==> src/mac_address_peer_table_top_macros.svh <==
// Assertion macros for the MAC address peer table.
// Included by the top level; expects clk_i and rst_ni in the including scope.
`ifndef MAC_ADDRESS_PEER_TABLE_TOP_MACROS_SVH
`define MAC_ADDRESS_PEER_TABLE_TOP_MACROS_SVH

// Checked on every rising edge while out of reset.
`define MAPT_ASSERT(lbl, prop, msg) \
  lbl: assert property (@(posedge clk_i) disable iff (!rst_ni) (prop)) else $error(msg);

// Checked on every rising edge, reset included.
`define MAPT_ASSERT_ALWAYS(lbl, prop, msg) \
  lbl: assert property (@(posedge clk_i) (prop)) else $error(msg);

`endif

==> src/mapt_pkg.sv <==
// Shared types and constants of the MAC address peer table.
// No dependencies; used by mapt_cell and mac_address_peer_table_top.
package mapt_pkg;

  localparam int unsigned MAPT_TABLE_DEPTH = 16;
  localparam int unsigned MAPT_KEY_BYTES   = 6;
  localparam int unsigned MAPT_MAC_W       = 48;
  localparam int unsigned MAPT_CNT_OUT_W   = 5;

  typedef enum logic [1:0] {
    OP_ADD    = 2'd0,
    OP_REMOVE = 2'd1,
    OP_CHECK  = 2'd2
  } mapt_op_e;

  typedef enum logic [1:0] {
    ST_OK      = 2'd0,
    ST_PRESENT = 2'd1,
    ST_FULL    = 2'd2,
    ST_ABSENT  = 2'd3
  } mapt_status_e;

  typedef enum logic [1:0] {
    MAPT_IDLE,
    MAPT_WALK,
    MAPT_DONE
  } mapt_state_e;

  typedef struct packed {
    logic tok;
    logic hit;
  } mapt_link_t;

endpackage

==> src/mac_address_peer_table_top.sv <==
// Top level of the MAC address peer table: request control, result register
// and the chain of entry cells. Depends on mapt_pkg, mapt_cell and the macro header.

// For each accepted request beat, a search token walks the chain of TABLE_DEPTH
// entry cells (16 by default) one cell per clock, and removal compacts the
// entries in the same pass. A finished result sits in the output register, so
// a new request beat is taken while the previous result beat still waits.
// There is no clearing pass after reset; the table starts empty.
`include "mac_address_peer_table_top_macros.svh"

module mac_address_peer_table_top import mapt_pkg::*; #(
  parameter int unsigned TABLE_DEPTH = MAPT_TABLE_DEPTH,
  parameter int unsigned KEY_BYTES   = MAPT_KEY_BYTES
) (
  input  logic        clk_i,
  input  logic        rst_ni,
  input  logic        s_axis_tvalid_i,
  output logic        s_axis_tready_o,
  input  logic [47:0] s_axis_tdata_i,  // [47:0] mac_key
  input  logic [1:0]  s_axis_tuser_i,  // [1:0] req_type
  output logic        m_axis_tvalid_o,
  input  logic        m_axis_tready_i,
  output logic [7:0]  m_axis_tdata_o,  // [4:0] entry_count, [7:5] zero
  output logic [2:0]  m_axis_tuser_o   // [0] success, [2:1] status
);

  localparam int unsigned KEY_W = (8 * KEY_BYTES < MAPT_MAC_W) ? 8 * KEY_BYTES : MAPT_MAC_W;
  localparam int unsigned CNT_W = $clog2(TABLE_DEPTH + 1);

  mapt_state_e  state_q, state_d;
  logic [1:0]   op_q;
  logic [KEY_W-1:0] key_q;
  logic [CNT_W-1:0] count_q, count_d;
  logic         launch_q;
  logic         success_q, success_d;
  mapt_status_e status_q, status_d;
  logic         m_valid_q, m_valid_d;
  logic [2:0]   m_user_q;
  logic [MAPT_CNT_OUT_W-1:0] m_count_q;
  logic         accept;
  logic         load_out;
  logic         add_wr;
  logic         done;
  logic         found;

  mapt_link_t       link_w  [TABLE_DEPTH+1];
  logic [KEY_W-1:0] entry_w [TABLE_DEPTH];
  logic [TABLE_DEPTH-1:0] tok_vec;

  assign link_w[0] = '{tok: launch_q, hit: 1'b0};
  assign done      = link_w[TABLE_DEPTH].tok;
  assign found     = link_w[TABLE_DEPTH].hit;

  for (genvar i = 0; i < TABLE_DEPTH; i++) begin : g_cell
    logic [KEY_W-1:0] next_entry;
    if (i + 1 < TABLE_DEPTH) begin : g_mid
      assign next_entry = entry_w[i+1];
    end else begin : g_last
      assign next_entry = entry_w[i];
    end
    assign tok_vec[i] = link_w[i+1].tok;

    mapt_cell #(
      .INDEX(i),
      .KEY_W(KEY_W),
      .CNT_W(CNT_W)
    ) u_cell (
      .clk_i       (clk_i),
      .rst_ni      (rst_ni),
      .link_i      (link_w[i]),
      .link_o      (link_w[i+1]),
      .key_i       (key_q),
      .count_i     (count_q),
      .remove_i    (op_q == OP_REMOVE),
      .wr_en_i     (add_wr && (count_q == CNT_W'(i))),
      .next_entry_i(next_entry),
      .entry_o     (entry_w[i])
    );
  end

  assign s_axis_tready_o = (state_q == MAPT_IDLE);
  assign accept          = s_axis_tvalid_i & s_axis_tready_o;

  always_comb begin
    state_d   = state_q;
    count_d   = count_q;
    success_d = success_q;
    status_d  = status_q;
    add_wr    = 1'b0;
    load_out  = 1'b0;
    m_valid_d = m_valid_q & ~m_axis_tready_i;
    unique case (state_q)
      MAPT_IDLE: begin
        if (accept) begin
          state_d = MAPT_WALK;
        end
      end
      MAPT_WALK: begin
        if (done) begin
          state_d = MAPT_DONE;
          unique case (op_q)
            OP_ADD: begin
              if (found) begin
                success_d = 1'b0;
                status_d  = ST_PRESENT;
              end else if (count_q == CNT_W'(TABLE_DEPTH)) begin
                success_d = 1'b0;
                status_d  = ST_FULL;
              end else begin
                success_d = 1'b1;
                status_d  = ST_OK;
                add_wr    = 1'b1;
                count_d   = count_q + CNT_W'(1);
              end
            end
            OP_REMOVE: begin
              success_d = found;
              status_d  = found ? ST_OK : ST_ABSENT;
              if (found) begin
                count_d = count_q - CNT_W'(1);
              end
            end
            default: begin
              success_d = found;
              status_d  = found ? ST_OK : ST_ABSENT;
            end
          endcase
        end
      end
      MAPT_DONE: begin
        if (!m_valid_q || m_axis_tready_i) begin
          load_out  = 1'b1;
          m_valid_d = 1'b1;
          state_d   = MAPT_IDLE;
        end
      end
      default: begin
        state_d = MAPT_IDLE;
      end
    endcase
  end

  always_ff @(posedge clk_i or negedge rst_ni) begin
    if (!rst_ni) begin
      state_q   <= MAPT_IDLE;
      count_q   <= '0;
      launch_q  <= 1'b0;
      m_valid_q <= 1'b0;
    end else begin
      state_q   <= state_d;
      count_q   <= count_d;
      launch_q  <= accept;
      m_valid_q <= m_valid_d;
    end
  end

  always_ff @(posedge clk_i) begin
    if (accept) begin
      op_q  <= s_axis_tuser_i;
      key_q <= s_axis_tdata_i[KEY_W-1:0];
    end
    success_q <= success_d;
    status_q  <= status_d;
    if (load_out) begin
      m_user_q  <= {status_q, success_q};
      m_count_q <= MAPT_CNT_OUT_W'(count_q);
    end
  end

  assign m_axis_tvalid_o = m_valid_q;
  assign m_axis_tuser_o  = m_user_q;
  assign m_axis_tdata_o  = {(8 - MAPT_CNT_OUT_W)'(0), m_count_q};

  `MAPT_ASSERT(a_count_range, count_q <= CNT_W'(TABLE_DEPTH), "entry count exceeds depth")
  `MAPT_ASSERT_ALWAYS(a_one_token, $onehot0(tok_vec), "more than one search token in the chain")
  `MAPT_ASSERT(a_add_grows, add_wr |=> count_q == $past(count_q) + CNT_W'(1),
               "add did not grow count")
  `MAPT_ASSERT(a_ok_flag,
               m_axis_tvalid_o |-> (m_axis_tuser_o[0] == (m_axis_tuser_o[2:1] == ST_OK)),
               "success flag disagrees with status")

endmodule

==> src/mapt_cell.sv <==
// One table entry with its comparator and its stage of the search token chain.
// Depends on mapt_pkg.
module mapt_cell import mapt_pkg::*; #(
  parameter int unsigned INDEX = 0,
  parameter int unsigned KEY_W = MAPT_MAC_W,
  parameter int unsigned CNT_W = 5
) (
  input  logic             clk_i,
  input  logic             rst_ni,
  input  mapt_link_t       link_i,
  output mapt_link_t       link_o,
  input  logic [KEY_W-1:0] key_i,
  input  logic [CNT_W-1:0] count_i,
  input  logic             remove_i,
  input  logic             wr_en_i,
  input  logic [KEY_W-1:0] next_entry_i,
  output logic [KEY_W-1:0] entry_o
);

  logic [KEY_W-1:0] entry_q;
  mapt_link_t       link_q;
  logic             valid;
  logic             hit;

  assign valid = CNT_W'(INDEX) < count_i;
  assign hit   = link_i.hit | (valid && (entry_q == key_i));

  // Once the first match has been seen, every cell from there on pulls its
  // upper neighbor down as the token passes.
  always_ff @(posedge clk_i) begin
    if (wr_en_i) begin
      entry_q <= key_i;
    end else if (link_i.tok && remove_i && hit) begin
      entry_q <= next_entry_i;
    end
  end

  always_ff @(posedge clk_i or negedge rst_ni) begin
    if (!rst_ni) begin
      link_q <= '0;
    end else begin
      link_q.tok <= link_i.tok;
      link_q.hit <= link_i.tok & hit;
    end
  end

  assign link_o  = link_q;
  assign entry_o = entry_q;

endmodule
==> config.mk <==
export PLATFORM = sky130hd
export DESIGN_NAME = mac_address_peer_table_top
export DESIGN_NICKNAME = d
export VERILOG_FILES = /design/src/mapt_pkg.sv /design/src/mac_address_peer_table_top.sv /design/src/mapt_cell.sv
export VERILOG_INCLUDE_DIRS = /design/src /design/src/src
export SDC_FILE = /design/constraint.sdc
export NUM_CORES = 2
export LEC_CHECK = 0
export ABC_CLOCK_PERIOD_IN_PS = 5500
export BUFFER_PORTS_ARGS = -buffer_cell sky130_fd_sc_hd__buf_4
export CAP_MARGIN = 20
export CORE_MARGIN = 5
export CORE_UTILIZATION = 58
export DETAILED_ROUTE_END_ITERATION = 10
export GPL_ROUTABILITY_DRIVEN = 0
export PLACE_DENSITY = 0.75
export SLEW_MARGIN = 20
export SYNTH_ARGS = -nofsm -noshare
export SYNTH_HDL_FRONTEND = slang
export SYNTH_SLANG_ARGS = --single-unit
export TNS_END_PERCENT = 5
==> constraint.sdc <==
create_clock -name clk_i -period 5.5 [get_ports clk_i]
set_input_delay 0.55 -clock clk_i [delete_from_list [all_inputs] [get_ports clk_i]]
set_output_delay 0.55 -clock clk_i [all_outputs]
set_load 0.005 [all_outputs]
==> impl_metrics.csv <==
group,metric,value,unit
critical_path,cp.arrival,4.62,ns
clocking,clock_sinks,870,
worst_hold_path,hp-class,"in -> reg",
power,switching_power,2.97,mW
critical_path,path_class,"reg -> reg",
job,maxCapViolCount,0,
power,p_int,11.0,mW
critical_path,critPathMaxStageDelay,0.84,ns
detailed_routing,drt_wl_total,138,mm
power,vdd_drop_max,0.300,mV
power,clockPowerShare,0.459,
sta,slew_violations,0,
yosys,syn-mean-instance-area,14.3,µm²
sta,hold_violations,0,
critical_path,slowest_stage,"and2_1",
detailed_routing,route.detailed.drc,0,
yosys,syn-instance-count,3108,
clocking,cts_tree,"done",
detailed_routing,wire_per_inst,32.7,µm
power,pwr-share-seq,0.517,
power,powerDensity,284,nW/µm²
yosys,yosysTopAreaCellShare,0.560,
clocking,cts_made_buffers,92,
grt,grt_first_pass_wirelength,198,mm
critical_path,worstPathRequired,5.88,ns
yosys,synth-simple-area-share,0.0485,
placed_design,io_buffers,63,
detailed_routing,ant_nets,0,
grt,grt_remaining_overflow,0,
yosys,synthTopCellsByArea,"edfxtp_1 (56%), mux2_2 (15%), xor2_1 (13%)",
clocking,post_cts_buffers,0,
power,finalPower,14.0,mW
yosys,synth_area,44500,µm²
yosys,ys_seq_elements,870,
floorplanning,ios,67,
yosys,synth_edf_count,829,
cells_and_area,nets,3172,
outcome,outcome,"finished clean",
sta,period_share,0.770,
yosys,synth_ff_type,"edfxtp_1",
yosys,yosysWarnings,0,
grt,grt_max_degree,64,
yosys,async_flop_share,0.0471,
cells_and_area,areaGrowthSynthToFinish,10.6,%
floorplanning,die-area,82300,µm²
power,p_leak,17.3,nW
floorplanning,fp-row-count,101,
sta,period_minus_slack,4.23,ns
critical_path,crit_fanout,27,
clocking,post_cts_resized,0,
critical_path,cp-start-kind,"flip-flop",
clocking,htree_levels,3,
floorplanning,core-area,75900,µm²
yosys,synth_top_area_cell,"edfxtp_1",
detailed_routing,vias,27700,
yosys,synth.mux.area_fraction,0.168,
yosys,synth_top_family_by_area,"multiplexers",
cells_and_area,fin_area,49200,µm²
detailed_routing,drtPass1Iterations,6,
sta,timing.fmax,236,MHz
cells_and_area,drive_above_1_share,0.305,
floorplanning,die_w,287,µm
clocking,cts-root-buf,"clkbuf_16",
grt,track_usage,0.330,
sta,setup_viol,0,
yosys,synth_xor_xnor_area_share,0.147,
grt,antenna_found_initial,3,
power,p_comb_frac,0.024,
critical_path,r2r_setup_slack,1.27,ns
yosys,synth.most_common_cell,"edfxtp_1",
yosys,synth_cell_types,50,
yosys,synthTopCellsByCount,"edfxtp_1 (829), xor2_1 (645), mux2_2 (610), nor4_1 (174), clkbuf_1 (126)",
sta,slew_headroom,0.193,
cells_and_area,fillers,5381,
sta,fin_skew,0.0315,ns
detailed_routing,drtIter0Drc,3857,
power,p_sw_frac,0.213,
placed_design,placed_area,46100,µm²
critical_path,crit_chain,"inv_1 -> ha_1 -> nor4bb_2 -> nand2b_4 -> nor3_2 -> and2_1 -> nand2_2 -> buf_4 -> mux2_2",
sta,rsz0062_at_grt,"no",
clocking,clockBufferDepth,3,
yosys,synthAdderAreaFrac,0.00141,
clocking,clkLatencyLatePin,0.65,ns
yosys,synth_compound_area_frac,0.0193,
floorplanning,dieHeight,287,µm
critical_path,crit_path_end_kind,"flip-flop",
sta,worst_slew_pin_slew,1.21,ns
placed_design,place_hpwl,95.0,mm
clocking,clkTransAtPathRegs,0.06,ns
floorplanning,start_util,0.585,
yosys,synth-seq-area-share,0.583,
sta,finalSetupTns,0,ns
grt,grt_pass1_vias,27900,
detailed_routing,via_per_inst,6.56,
## layout make-up
cell class,count,area [µm²],area share
Inverter,33,124,0.00252
Antenna cell,2,5.00,0.000102
Clock buffer,109,2430,0.0494
Clock inverter,61,624,0.0127
Timing Repair Buffer,183,1510,0.0308
Sequential cell,870,25900,0.527
Tap cell,1030,1290,0.0262
Multi-Input combinational cell,1933,17300,0.351
## flip-flops by register name, summed over array words and instances, names as in the netlist
| name | cells |
|---|---|
| m_axis_tuser_o | 3 |
| g_cell.u_cell.link_o | 32 |
| launch_q | 1 |
| m_axis_tvalid_o | 1 |
| m_count_q | 5 |
| count_q | 5 |
| state_q | 2 |
| status_q | 2 |
| success_q | 1 |
| key_q | 48 |
| op_q | 2 |
| g_cell.u_cell.entry_o | 768 |
## worst max-delay path: cells and delay by family, from the launching register on
kind                       cells  cell delay (ns)
muxes                          1             0.32
buffers and inverters          2             0.64
DFF                            1             0.61
and+or+nand+nor                5             2.15
adders and majority gates      1             0.22
## repair_timing
action / in CTS / in global routing
endpoints found under the hold margin: 41 / 0
setup endpoints to repair: 0 / 0
hold buffers: 1 / 0
## final timing paths
path / cells past startpoint / start / end
worst min-delay path: 1 / s_axis_tdata_i[44] / key_q[44]
worst min register to register: 0 / g_cell[14].u_cell.link_o[1] / g_cell[15].u_cell.link_o[1]
min in group asynchronous: 2 / rst_ni / state_q[0]
worst max-delay path: 9 / count_q[1] / g_cell[0].u_cell.entry_o[24]
worst max register to register: 9 / count_q[1] / g_cell[0].u_cell.entry_o[24]
max in group asynchronous: 2 / rst_ni / g_cell[7].u_cell.link_o[0]
## per-stage QoR
stage	instances	utilization	hold WS (ns)	setup slack, ns
2_1_floorplan	3110	-	0.254	-0.154
3_3_place_gp	4046	0.606	0.376	1.24
3_5_place_dp	4047	0.606	0.376	1.26
4_1_cts	4218	0.647	0.0451	1.23
5_1_grt	4219	0.647	0.0588	1.17
6_report	4221	0.647	0.0699	1.27
## logic make-up after synthesis
logic type	Yosys count
xor+xnor	746
buf+inv	307
other cells	1
fa+ha+maj	5
flops	870
simple gates	379
mux	665
compound gates	135
## per-layer routing
layer,global-route usage,share of wire,vias up
li1,-,-,11400
met1,0.448,0.37,13900
met2,0.517,0.46,1949
met3,0.0619,0.11,431
met4,0.160,0.059,0
met5,0,0,-
## power groups by stage
stage / clock, mW / combinational [mW] / sequential [mW]
finish: 6.42 / 0.332 / 7.22
global route: 6.72 / 0.341 / 7.22
CTS: 6.42 / 0.322 / 7.22
detailed placement: 0 / 0.319 / 7.36
global placement: 0 / 0.315 / 7.36
floorplan: 0 / 0.177 / 7.32
## placed cells by master (no fill, tap or decap), types with 4 or more instances in the layout
cell type	Yosys	routed
o21a_1	13	13
clkinv_2	0	25
nand3_1	23	21
o2bb2ai_1	4	4
clkbuf_1	126	13
nand2b_1	7	7
o21ai_0	68	65
nand2_4	0	4
nand2_1	80	67
edfxtp_1	829	829
nor2b_1	6	6
nand4_1	51	51
nand2_2	0	9
buf_4	31	171
a21oi_1	6	6
xnor2_1	101	101
bufinv_16	0	12
o22ai_1	9	9
clkbuf_16	0	94
nor2_1	8	8
inv_6	0	5
ha_1	5	5
dfrtp_1	41	41
clkinv_1	0	15
nor3_1	11	10
mux2_1	52	52
a211oi_1	4	4
a22o_2	0	9
nor4_1	174	174
inv_1	33	33
mux2_2	610	610
a22o_1	16	4
buf_12	0	11
xor2_1	645	645
(Power assumes the default switching activity.)
